--- config.mk ---
export PLATFORM = sky130hd
export DESIGN_NAME = text_cell_to_ansi_utf8_encoder
export DESIGN_NICKNAME = d
export VERILOG_FILES = /design/src/tc2a_pkg.sv /design/src/tc2a_front.sv /design/src/tc2a_queue.sv /design/src/tc2a_back.sv /design/src/text_cell_to_ansi_utf8_encoder.sv
export SDC_FILE = /design/constraint.sdc
export NUM_CORES = 1
export LEC_CHECK = 0
export BUFFER_PORTS_ARGS = -buffer_cell sky130_fd_sc_hd__buf_2
export CAP_MARGIN = 5
export CORE_MARGIN = 3
export CORE_UTILIZATION = 68
export CTS_CLUSTER_SIZE = 12
export DETAILED_ROUTE_END_ITERATION = 12
export PLACE_DENSITY = 0.86
export SYNTH_ARGS = -nofsm -noshare
export SYNTH_HDL_FRONTEND = slang
export SYNTH_SLANG_ARGS = --single-unit
--- constraint.sdc ---
create_clock -name i_clk -period 8.1 [get_ports i_clk]
set_clock_uncertainty 0.15 [all_clocks]
set_input_delay 1.62 -clock i_clk [delete_from_list [all_inputs] [get_ports i_clk]]
set_output_delay 1.62 -clock i_clk [all_outputs]
set_load 0.01 [all_outputs]
--- src/tc2a_pkg.sv ---
package tc2a_pkg;

    localparam int COLUMNS_DEFAULT = 80;
    localparam int ROWS_DEFAULT    = 25;
    localparam int COL_W           = 7;
    localparam int ROW_W           = 5;
    localparam int QUEUE_DEPTH     = 4;

    localparam logic [7:0] CH_ESC   = 8'h1b;
    localparam logic [7:0] CH_LBRK  = 8'h5b;
    localparam logic [7:0] CH_ZERO  = 8'h30;
    localparam logic [7:0] CH_M     = 8'h6d;
    localparam logic [7:0] CH_SEMI  = 8'h3b;
    localparam logic [7:0] CH_FOUR  = 8'h34;
    localparam logic [7:0] CH_THREE = 8'h33;
    localparam logic [7:0] CH_NINE  = 8'h39;
    localparam logic [7:0] CH_LF    = 8'h0a;
    localparam logic [7:0] CH_SPACE = 8'h20;

    // segment order of one cell's output
    localparam int SEG_PEND   = 0;
    localparam int SEG_COLOUR = 1;
    localparam int SEG_CHAR   = 2;
    localparam int SEG_EOL    = 3;
    localparam int SEG_FIN    = 4;
    localparam int SEG_N      = 5;

    typedef logic [2:0] t_seg;

    typedef struct packed {
        logic       pend;
        logic       colour;
        logic [2:0] bg;
        logic [3:0] fg;
        logic [1:0] ch_len;
        logic [7:0] ch0;
        logic [7:0] ch1;
        logic [7:0] ch2;
        logic       eol;
        logic       fin;
    } t_desc;

    localparam logic [15:0] HIGH_GLYPH [128] = '{
        16'h00C7,16'h00FC,16'h00E9,16'h00E2,16'h00E4,16'h00E0,16'h00E5,16'h00E7,
        16'h00EA,16'h00EB,16'h00E8,16'h00EF,16'h00EE,16'h00EC,16'h00C4,16'h00C5,
        16'h00C9,16'h00E6,16'h00C6,16'h00F4,16'h00F6,16'h00F2,16'h00FB,16'h00F9,
        16'h00FF,16'h00D6,16'h00DC,16'h00A2,16'h00A3,16'h00A5,16'h20A7,16'h0192,
        16'h00E1,16'h00ED,16'h00F3,16'h00FA,16'h00F1,16'h00D1,16'h00AA,16'h00BA,
        16'h00BF,16'h2310,16'h00AC,16'h00BD,16'h00BC,16'h00A1,16'h00AB,16'h00BB,
        16'h2591,16'h2592,16'h2593,16'h2502,16'h2524,16'h2561,16'h2562,16'h2556,
        16'h2555,16'h2563,16'h2551,16'h2557,16'h255D,16'h255C,16'h255B,16'h2510,
        16'h2514,16'h2534,16'h252C,16'h251C,16'h2500,16'h253C,16'h255E,16'h255F,
        16'h255A,16'h2554,16'h2569,16'h2566,16'h2560,16'h2550,16'h256C,16'h2567,
        16'h2568,16'h2564,16'h2565,16'h2559,16'h2558,16'h2552,16'h2553,16'h256B,
        16'h256A,16'h2518,16'h250C,16'h2588,16'h2584,16'h258C,16'h2590,16'h2580,
        16'h03B1,16'h00DF,16'h0393,16'h03C0,16'h03A3,16'h03C3,16'h00B5,16'h03C4,
        16'h03A6,16'h0398,16'h03A9,16'h03B4,16'h221E,16'h03C6,16'h03B5,16'h2229,
        16'h2261,16'h00B1,16'h2265,16'h2264,16'h2320,16'h2321,16'h00F7,16'h2248,
        16'h00B0,16'h2219,16'h00B7,16'h221A,16'h207F,16'h00B2,16'h25A0,16'h00A0
    };

    function automatic logic [7:0] ansi_digit(input logic [2:0] idx);
        logic [7:0] d;
        case (idx)
            3'd0: d = 8'h30;
            3'd1: d = 8'h34;
            3'd2: d = 8'h32;
            3'd3: d = 8'h36;
            3'd4: d = 8'h31;
            3'd5: d = 8'h35;
            3'd6: d = 8'h33;
            default: d = 8'h37;
        endcase
        return d;
    endfunction

    function automatic logic [7:0] ascii_sub(input logic [7:0] c);
        logic [7:0] s;
        case (c) inside
            8'hc4: s = 8'h2d;
            8'hcd, 8'hbc, 8'hbb, 8'hcb, 8'hc8, 8'hc9: s = 8'h3d;
            8'hba: s = 8'h48;
            8'hb0: s = 8'h25;
            8'hb2: s = 8'h23;
            8'hb1: s = 8'h26;
            8'hdb: s = 8'h4d;
            default: s = CH_SPACE;
        endcase
        return s;
    endfunction

endpackage

--- src/tc2a_front.sv ---
module tc2a_front #(
    parameter int COLUMNS = tc2a_pkg::COLUMNS_DEFAULT,
    parameter int ROWS    = tc2a_pkg::ROWS_DEFAULT
) (
    input  logic            i_clk,
    input  logic            i_rst_n,
    input  logic            i_cfg_we,
    input  logic            i_cfg_wdata,
    input  logic            i_push,
    input  logic [7:0]      i_char_code,
    input  logic [7:0]      i_attribute,
    output tc2a_pkg::t_desc o_desc
);

    logic                       r_unicode;
    logic [tc2a_pkg::COL_W-1:0] r_col;
    logic [tc2a_pkg::ROW_W-1:0] r_row;
    logic                       r_known;
    logic [3:0]                 r_fg;
    logic [2:0]                 r_bg;
    logic                       r_pend;

    logic [3:0]  fg;
    logic [2:0]  bg;
    logic        chg;
    logic        col_end;
    logic        row_end;
    logic [15:0] cp;
    logic [4:0]  cnt;
    logic        fits;

    assign fg      = i_attribute[3:0];
    assign bg      = i_attribute[6:4];
    assign chg     = !r_known || (fg != r_fg) || (bg != r_bg);
    assign col_end = ({1'b0, r_col} + 8'd1) >= 8'(COLUMNS);
    assign row_end = col_end && (({1'b0, r_row} + 6'd1) >= 6'(ROWS));
    assign cp      = tc2a_pkg::HIGH_GLYPH[i_char_code[6:0]];

    always_comb begin
        o_desc        = '0;
        o_desc.pend   = r_pend;
        o_desc.colour = chg;
        o_desc.bg     = bg;
        o_desc.fg     = fg;
        o_desc.eol    = col_end;
        if (!i_char_code[7]) begin
            o_desc.ch_len = 2'd1;
            o_desc.ch0    = i_char_code;
        end else if (!r_unicode) begin
            o_desc.ch_len = 2'd1;
            o_desc.ch0    = tc2a_pkg::ascii_sub(i_char_code);
        end else if (cp < 16'h0800) begin
            o_desc.ch_len = 2'd2;
            o_desc.ch0    = {3'b110, cp[10:6]};
            o_desc.ch1    = {2'b10, cp[5:0]};
        end else begin
            o_desc.ch_len = 2'd3;
            o_desc.ch0    = {4'b1110, cp[15:12]};
            o_desc.ch1    = {2'b10, cp[11:6]};
            o_desc.ch2    = {2'b10, cp[5:0]};
        end
        cnt = (r_pend ? 5'd4 : 5'd0)
            + (chg ? ((bg == 3'd0) ? 5'd9 : 5'd8) : 5'd0)
            + {3'd0, o_desc.ch_len} + 5'd5;
        fits       = cnt <= 5'd14;
        o_desc.fin = row_end && fits;
    end

    always_ff @(posedge i_clk) begin
        if (!i_rst_n) begin
            r_unicode <= 1'b1;
            r_col     <= '0;
            r_row     <= '0;
            r_known   <= 1'b0;
            r_fg      <= '0;
            r_bg      <= '0;
            r_pend    <= 1'b0;
        end else begin
            if (i_cfg_we) begin
                r_unicode <= i_cfg_wdata;
            end
            if (i_push) begin
                r_col   <= col_end ? '0 : r_col + 1'b1;
                if (col_end) begin
                    r_row <= row_end ? '0 : r_row + 1'b1;
                end
                r_known <= !row_end;
                r_fg    <= fg;
                r_bg    <= bg;
                r_pend  <= row_end && !fits;
            end
        end
    end

endmodule

--- src/tc2a_queue.sv ---
module tc2a_queue (
    input  logic            i_clk,
    input  logic            i_rst_n,
    input  logic            i_push,
    input  tc2a_pkg::t_desc i_desc,
    input  logic            i_pop,
    output logic            o_full,
    output logic            o_empty,
    output tc2a_pkg::t_desc o_desc
);

    localparam int AW = $clog2(tc2a_pkg::QUEUE_DEPTH);

    tc2a_pkg::t_desc r_mem [tc2a_pkg::QUEUE_DEPTH];
    logic [AW-1:0]   r_wp;
    logic [AW-1:0]   r_rp;
    logic [AW:0]     r_cnt;

    assign o_full  = r_cnt == (AW+1)'(tc2a_pkg::QUEUE_DEPTH);
    assign o_empty = r_cnt == '0;
    assign o_desc  = r_mem[r_rp];

    always_ff @(posedge i_clk) begin
        if (i_push) begin
            r_mem[r_wp] <= i_desc;
        end
    end

    always_ff @(posedge i_clk) begin
        if (!i_rst_n) begin
            r_wp  <= '0;
            r_rp  <= '0;
            r_cnt <= '0;
        end else begin
            if (i_push) begin
                r_wp <= r_wp + 1'b1;
            end
            if (i_pop) begin
                r_rp <= r_rp + 1'b1;
            end
            r_cnt <= r_cnt + (AW+1)'(i_push) - (AW+1)'(i_pop);
        end
    end

`ifndef SYNTHESIS
    a_no_overflow: assert property (@(posedge i_clk) disable iff (!i_rst_n)
        o_full |-> !i_push) else $error("request pushed into full queue");
    a_no_underflow: assert property (@(posedge i_clk) disable iff (!i_rst_n)
        o_empty |-> !i_pop) else $error("pop from empty queue");
    a_count_bound: assert property (@(posedge i_clk) disable iff (!i_rst_n)
        r_cnt <= (AW+1)'(tc2a_pkg::QUEUE_DEPTH)) else $error("queue count out of range");
`endif

endmodule

--- src/tc2a_back.sv ---
module tc2a_back (
    input  logic            i_clk,
    input  logic            i_rst_n,
    input  logic            i_empty,
    input  tc2a_pkg::t_desc i_desc,
    output logic            o_pop,
    output logic            o_valid,
    output logic [7:0]      o_byte,
    output logic            o_last,
    input  logic            i_ready
);

    logic [tc2a_pkg::SEG_N-1:0] en;
    logic [tc2a_pkg::SEG_N-1:0] above;
    tc2a_pkg::t_seg             r_seg;
    logic [3:0]                 r_idx;
    logic                       r_valid;
    logic [7:0]                 r_byte;
    logic                       r_last;

    tc2a_pkg::t_seg seg;
    logic [3:0]     len;
    logic [7:0]     byte_n;
    logic [7:0]     rst_byte;
    logic [7:0]     f1;
    logic [7:0]     f2;
    logic           seg_end;
    logic           last;
    logic           adv;
    logic           step;

    assign en = {i_desc.fin, i_desc.eol, 1'b1, i_desc.colour, i_desc.pend};

    always_comb begin
        seg   = tc2a_pkg::t_seg'(tc2a_pkg::SEG_CHAR);
        above = '0;
        for (int k = tc2a_pkg::SEG_N - 1; k >= 0; k--) begin
            if (en[k] && (3'(k) >= r_seg)) begin
                seg = 3'(k);
            end
        end
        for (int k = 0; k < tc2a_pkg::SEG_N; k++) begin
            above[k] = en[k] && (3'(k) > seg);
        end
    end

    assign f1 = i_desc.fg[3] ? tc2a_pkg::CH_NINE : tc2a_pkg::CH_THREE;
    assign f2 = tc2a_pkg::ansi_digit(i_desc.fg[2:0]);

    always_comb begin
        case (r_idx)
            4'd0:    rst_byte = tc2a_pkg::CH_ESC;
            4'd1:    rst_byte = tc2a_pkg::CH_LBRK;
            4'd2:    rst_byte = tc2a_pkg::CH_ZERO;
            4'd3:    rst_byte = tc2a_pkg::CH_M;
            default: rst_byte = tc2a_pkg::CH_LF;
        endcase
        len    = 4'd4;
        byte_n = rst_byte;
        case (seg)
            3'(tc2a_pkg::SEG_COLOUR): begin
                if (i_desc.bg == 3'd0) begin
                    len = 4'd9;
                    case (r_idx)
                        4'd4:    byte_n = tc2a_pkg::CH_ESC;
                        4'd5:    byte_n = tc2a_pkg::CH_LBRK;
                        4'd6:    byte_n = f1;
                        4'd7:    byte_n = f2;
                        4'd8:    byte_n = tc2a_pkg::CH_M;
                        default: byte_n = rst_byte;
                    endcase
                end else begin
                    len = 4'd8;
                    case (r_idx)
                        4'd0:    byte_n = tc2a_pkg::CH_ESC;
                        4'd1:    byte_n = tc2a_pkg::CH_LBRK;
                        4'd2:    byte_n = tc2a_pkg::CH_FOUR;
                        4'd3:    byte_n = tc2a_pkg::ansi_digit(i_desc.bg);
                        4'd4:    byte_n = tc2a_pkg::CH_SEMI;
                        4'd5:    byte_n = f1;
                        4'd6:    byte_n = f2;
                        default: byte_n = tc2a_pkg::CH_M;
                    endcase
                end
            end
            3'(tc2a_pkg::SEG_CHAR): begin
                len = {2'b00, i_desc.ch_len};
                case (r_idx)
                    4'd0:    byte_n = i_desc.ch0;
                    4'd1:    byte_n = i_desc.ch1;
                    default: byte_n = i_desc.ch2;
                endcase
            end
            3'(tc2a_pkg::SEG_EOL): begin
                len = 4'd5;
            end
            default: begin
                len = 4'd4;
            end
        endcase
    end

    assign seg_end = r_idx == (len - 4'd1);
    assign last    = seg_end && (above == '0);
    assign adv     = !r_valid || i_ready;
    assign step    = adv && !i_empty;
    assign o_pop   = step && last;

    always_ff @(posedge i_clk) begin
        if (!i_rst_n) begin
            r_seg   <= '0;
            r_idx   <= '0;
            r_valid <= 1'b0;
        end else begin
            if (adv) begin
                r_valid <= !i_empty;
            end
            if (step) begin
                if (last) begin
                    r_seg <= '0;
                    r_idx <= '0;
                end else if (seg_end) begin
                    r_seg <= seg + 3'd1;
                    r_idx <= '0;
                end else begin
                    r_idx <= r_idx + 4'd1;
                end
            end
        end
    end

    always_ff @(posedge i_clk) begin
        if (step) begin
            r_byte <= byte_n;
            r_last <= last;
        end
    end

    assign o_valid = r_valid;
    assign o_byte  = r_byte;
    assign o_last  = r_last;

endmodule

--- src/text_cell_to_ansi_utf8_encoder.sv ---
// Text-mode cell to ANSI/UTF-8 terminal stream encoder. Each accepted cell
// (code page 437 char, attribute) expands to 1..18 output bytes, one byte per
// clock on the master side while tready is high; the byte sequencer sets the
// pace, emitting a cell's bytes in turn (typically 1..3, up to 18 at a colour
// change at end of screen). A 4-entry request queue sits between the cell
// classifier and the byte sequencer, so cells keep being accepted, one per
// cycle while the queue has room, as earlier bytes drain. tlast marks the final
// byte of each cell. The UTF-8 enable bit (reset 1) is written through
// i_cfg_we/i_cfg_wdata; the user must do so only while idle (not enforced).
module text_cell_to_ansi_utf8_encoder #(
    parameter int COLUMNS = tc2a_pkg::COLUMNS_DEFAULT,
    parameter int ROWS    = tc2a_pkg::ROWS_DEFAULT
) (
    input  logic        i_clk,
    input  logic        i_rst_n,
    input  logic        i_cfg_we,
    input  logic        i_cfg_wdata,
    input  logic        i_s_tvalid,
    output logic        o_s_tready,
    input  logic [15:0] i_s_tdata,  // [7:0] char_code, [15:8] attribute
    output logic        o_m_tvalid,
    input  logic        i_m_tready,
    output logic [7:0]  o_m_tdata,  // [7:0] out_byte
    output logic        o_m_tlast
);

    tc2a_pkg::t_desc push_desc;
    tc2a_pkg::t_desc head_desc;
    logic            full;
    logic            empty;
    logic            push;
    logic            pop;

    assign o_s_tready = !full;
    assign push       = i_s_tvalid && !full;

    tc2a_front #(
        .COLUMNS (COLUMNS),
        .ROWS    (ROWS)
    ) u_front (
        .i_clk       (i_clk),
        .i_rst_n     (i_rst_n),
        .i_cfg_we    (i_cfg_we),
        .i_cfg_wdata (i_cfg_wdata),
        .i_push      (push),
        .i_char_code (i_s_tdata[7:0]),
        .i_attribute (i_s_tdata[15:8]),
        .o_desc      (push_desc)
    );

    tc2a_queue u_queue (
        .i_clk   (i_clk),
        .i_rst_n (i_rst_n),
        .i_push  (push),
        .i_desc  (push_desc),
        .i_pop   (pop),
        .o_full  (full),
        .o_empty (empty),
        .o_desc  (head_desc)
    );

    tc2a_back u_back (
        .i_clk   (i_clk),
        .i_rst_n (i_rst_n),
        .i_empty (empty),
        .i_desc  (head_desc),
        .o_pop   (pop),
        .o_valid (o_m_tvalid),
        .o_byte  (o_m_tdata),
        .o_last  (o_m_tlast),
        .i_ready (i_m_tready)
    );

endmodule

==> flow_metrics.tcl <==
set metrics [dict create \
    rsz0062_at_grt "false" \
    routedWlPerCell_um 21.97 \
    setup_ws_ns 2.170 \
    worstPathMaxFanout 16 \
    port_buffers 31 \
    ys_seq_area_share_pct 49.48 \
    internal_power_uw 1797 \
    drc 0 \
    track_usage_pct 31.16 \
    yosysTopAreaCellShare_pct 41.77 \
    routed_via_density 7.061 \
    synth_ff_type "edfxtp_1" \
    p_seq_share_pct 45.1 \
    comb_power_share_pct 23.6 \
    clkPwrFrac_pct 31.3 \
    ys_async_sr_fraction_pct 0 \
    ys_types 81 \
    io_pins 33 \
    critPathLaunchType "input port" \
    dp_hpwl_um 15770 \
    yosysMostFrequentCell "edfxtp_1" \
    cts_root_buffer "clkbuf_16" \
    rrSetupSlack_ns 2.28 \
    cts_tree "yes" \
    row_count 43 \
    syn_nets 1005 \
    yosysWarnings 0 \
    setup_violations 0 \
    power_switching_share_pct 30.72 \
    grt_max_degree 65 \
    gp_congestion 0.9947 \
    insertedDiodeCount 0 \
    p_per_area_nw_per_um2 237.8 \
    fin_nets 999 \
    irDropWorstVdd_mv 0.1391 \
    cts_buffers 17 \
    area_growth_syn_to_layout_pct 7.604 \
    synth-seq-cells 180 \
    yosys-top-cells-area "edfxtp_1, dfxtp_1, mux4_2" \
    antenna_found_initial 0 \
    worstPathArrival_ns 6.13 \
    grt_pass1_wl_um 39900 \
    hold_viol 0 \
    wl_um 24980 \
    drv_cap 0 \
    syn_inst 950 \
    fin_tns_setup_ns 0 \
    die_area_um2 16410 \
    fin_crit_ns 5.930 \
    worst_ep_required_time_ns 8.30 \
    path_clk_slew_ns 0.07 \
    grt_overflow_total 0 \
    clkLatencyLatePin_ns 0.43 \
    pre_cts_ws_ns 2.100 \
    num_vias 8028 \
    synth_compound_area_share_pct 17.29 \
    synthAdderAreaFrac_pct 4.148 \
    synth_top_family_by_area "compound AO/OA/AOI/OAI gates" \
    clock_sinks 180 \
    core_area_um2 14200 \
    min_period_over_period_pct 73.21 \
    synth_edf_count 141 \
    final_layout_size_suffix_gt1_share_pct 13.58 \
    syn_area_um2 10140 \
    hold_buffers 0 \
    status "completed" \
    path_class "input port to flop" \
    fmax_ghz 0.1686 \
    synth_mux_area_share_pct 9.147 \
    cp-startpoint "i_s_tdata[1]" \
    postCtsResizedCells 0 \
    ys_top_cells_by_count "edfxtp_1, nand2_1, nor2_1, a21oi_1, o21ai_0" \
    num-fill-cells 929 \
    cellLeakagePower_uw 0.003767 \
    tightest_slew_ns 1.245 \
    hp-class "flop to flop" \
    synth-xor-area-share_pct 1.889 \
    initial_core_util_pct 71.36 \
    critPathCapture "u_front.r_pend$_SDFFE_PN0P_" \
    htree_levels 4 \
    avgSynthCellArea_um2 10.67 \
    clk_path_buf_depth 2 \
    switchingPower_uw 796.8 \
    post_cts_buffers 0 \
    dr.pass1.iters 6 \
    fp.dieH_um 128.1 \
    drv_slew 0 \
    synth-simple-area-share_pct 13.91 \
    r2r-end "u_queue.r_cnt[1]$_SDFF_PN0_" \
    synth.largest_area_cell "edfxtp_1" \
    antenna_left 0 \
    first_iter_violations 1333 \
    r2r_cells 19 \
    die_w_um 128.1 \
    slew_headroom_pct 16.15 \
    endpoint_kind "flop" \
    grt_pass1_vias 7379 \
]
[kinds of logic (layout without fill, tap and decap cells)]
| kind of cell | after synthesis | in the layout |
|---|---|---|
| xor gates and xnor gates | 21 | 21 |
| and+or+nand+nor | 296 | 296 |
| buffers and inverters | 108 | 115 |
| muxes | 50 | 50 |
| adders and majority gates | 33 | 33 |
| AOI/OAI and AO/OA | 262 | 262 |
| DFF | 180 | 180 |
[how the worst min path moves through the flow]
stage                                       startpoint                            to  slack [ns]  cells past startpoint
after global placement     u_back.o_valid$_SDFFE_PN0P_   u_back.o_valid$_SDFFE_PN0P_        0.30                      2
after detailed placement  u_front.r_fg[3]$_SDFFE_PN0P_  u_front.r_fg[3]$_SDFFE_PN0P_        0.32                      2
after global routing      u_front.r_bg[2]$_SDFFE_PN0P_  u_front.r_bg[2]$_SDFFE_PN0P_        0.36                      2
after floorplan           u_front.r_bg[0]$_SDFFE_PN0P_  u_front.r_bg[0]$_SDFFE_PN0P_        0.30                      2
after CTS                 u_front.r_fg[3]$_SDFFE_PN0P_  u_front.r_fg[3]$_SDFFE_PN0P_        0.33                      2
final                     u_front.r_fg[3]$_SDFFE_PN0P_  u_front.r_fg[3]$_SDFFE_PN0P_        0.32                      2
[per-stage QoR]
stage	instances	total power [µW]	hold slack, ns	cell area (µm²)	utilization (%)
after global routing	1137	2694	0.3578	10910	76.79
after CTS	1137	2585	0.3264	10910	76.79
after detailed placement	1105	1773	0.3173	10330	72.74
final	1137	2594	0.3238	10910	76.79
after global placement	1105	1740	0.3017	10330	72.74
after floorplan	950	1596	0.2981	10140	-
[power groups by stage]
stage                     clock (µW)  sequential, µW  combinational [µW]
after floorplan                    0            1180                 413
after global placement             0            1180                 564
after detailed placement           0            1190                 587
after CTS                        819            1170                 598
after global routing             858            1180                 661
final                            812            1170                 613
[critical path: stages]
cell and delay [ns]:
buf_2 0.27, inv_1 0.25, ha_1 0.49, a21o_1 0.25, a21oi_1 0.26, nor2_1 0.08
o21ai_0 0.96, nand2_1 0.40, inv_1 0.15, ha_1 0.19, inv_1 0.07, ha_1 0.22
nor4b_1 0.33, o21ai_0 0.16, nand3_1 0.14, nand3_1 0.09, a21oi_1 0.20
[state kept, by name (all words and copies together) (netlist names), 2 cells and up, named ones only]
signal	count
u_back.o_byte	8
u_back.r_idx	4
u_back.r_seg	3
u_front.r_bg	3
u_front.r_col	7
u_front.r_fg	4
u_front.r_row	5
u_queue.r_cnt	3
u_queue.r_mem	132
u_queue.r_rp	2
u_queue.r_wp	2
[placed cells by master, fill, tap and decap left out, types with 4 or more instances in the layout]
| master | synthesis | routed |
|---|---|---|
| ha_1 | 32 | 32 |
| nand4_1 | 7 | 7 |
| nor2b_1 | 11 | 11 |
| o31a_1 | 4 | 4 |
| a31oi_1 | 18 | 18 |
| buf_2 | 5 | 31 |
| or2_2 | 4 | 4 |
| a32oi_1 | 5 | 5 |
| nand2_1 | 106 | 106 |
| inv_1 | 39 | 39 |
| xor2_1 | 9 | 9 |
| o221ai_1 | 8 | 8 |
| edfxtp_1 | 141 | 141 |
| a211oi_1 | 13 | 13 |
| o22ai_1 | 7 | 7 |
| or3_1 | 4 | 4 |
| and3_1 | 7 | 7 |
| nand2b_1 | 12 | 12 |
| o21ai_0 | 57 | 57 |
| and2_1 | 5 | 5 |
| nand3_1 | 27 | 27 |
| dfxtp_1 | 39 | 38 |
| buf_4 | 0 | 10 |
| a311oi_1 | 5 | 5 |
| a22oi_1 | 9 | 9 |
| o21a_1 | 4 | 4 |
| nor2_1 | 77 | 77 |
| mux4_2 | 34 | 34 |
| a21oi_1 | 66 | 66 |
| clkbuf_16 | 0 | 17 |
| nor3_1 | 16 | 16 |
| xnor2_1 | 11 | 11 |
| a22o_1 | 5 | 5 |
| mux2i_1 | 15 | 15 |
| o211ai_1 | 20 | 20 |
[per-layer routing]
| metal | up-vias | track usage [%] | wire length, µm |
|---|---|---|---|
| li1 | 3567 | - | - |
| met1 | 3816 | 43.31 | 9776 |
| met2 | 542 | 49.85 | 12090 |
| met3 | 103 | 6.625 | 2348 |
| met4 | 0 | 9.551 | 767 |
| met5 | - | 0 | 0 |
[final cells by class]
class / count / area [µm²] / share of cell area [%]
multi-input combinational: 662 / 4702 / 43.11
timing repair buffer: 41 / 230.2 / 2.111
inverter: 42 / 157.7 / 1.445
clock inverter: 11 / 125.1 / 1.147
sequential: 180 / 5016 / 45.99
tap: 180 / 225.2 / 2.065
clock buffer: 21 / 450.4 / 4.130
Note: power is estimated with default switching activity, not from simulation.
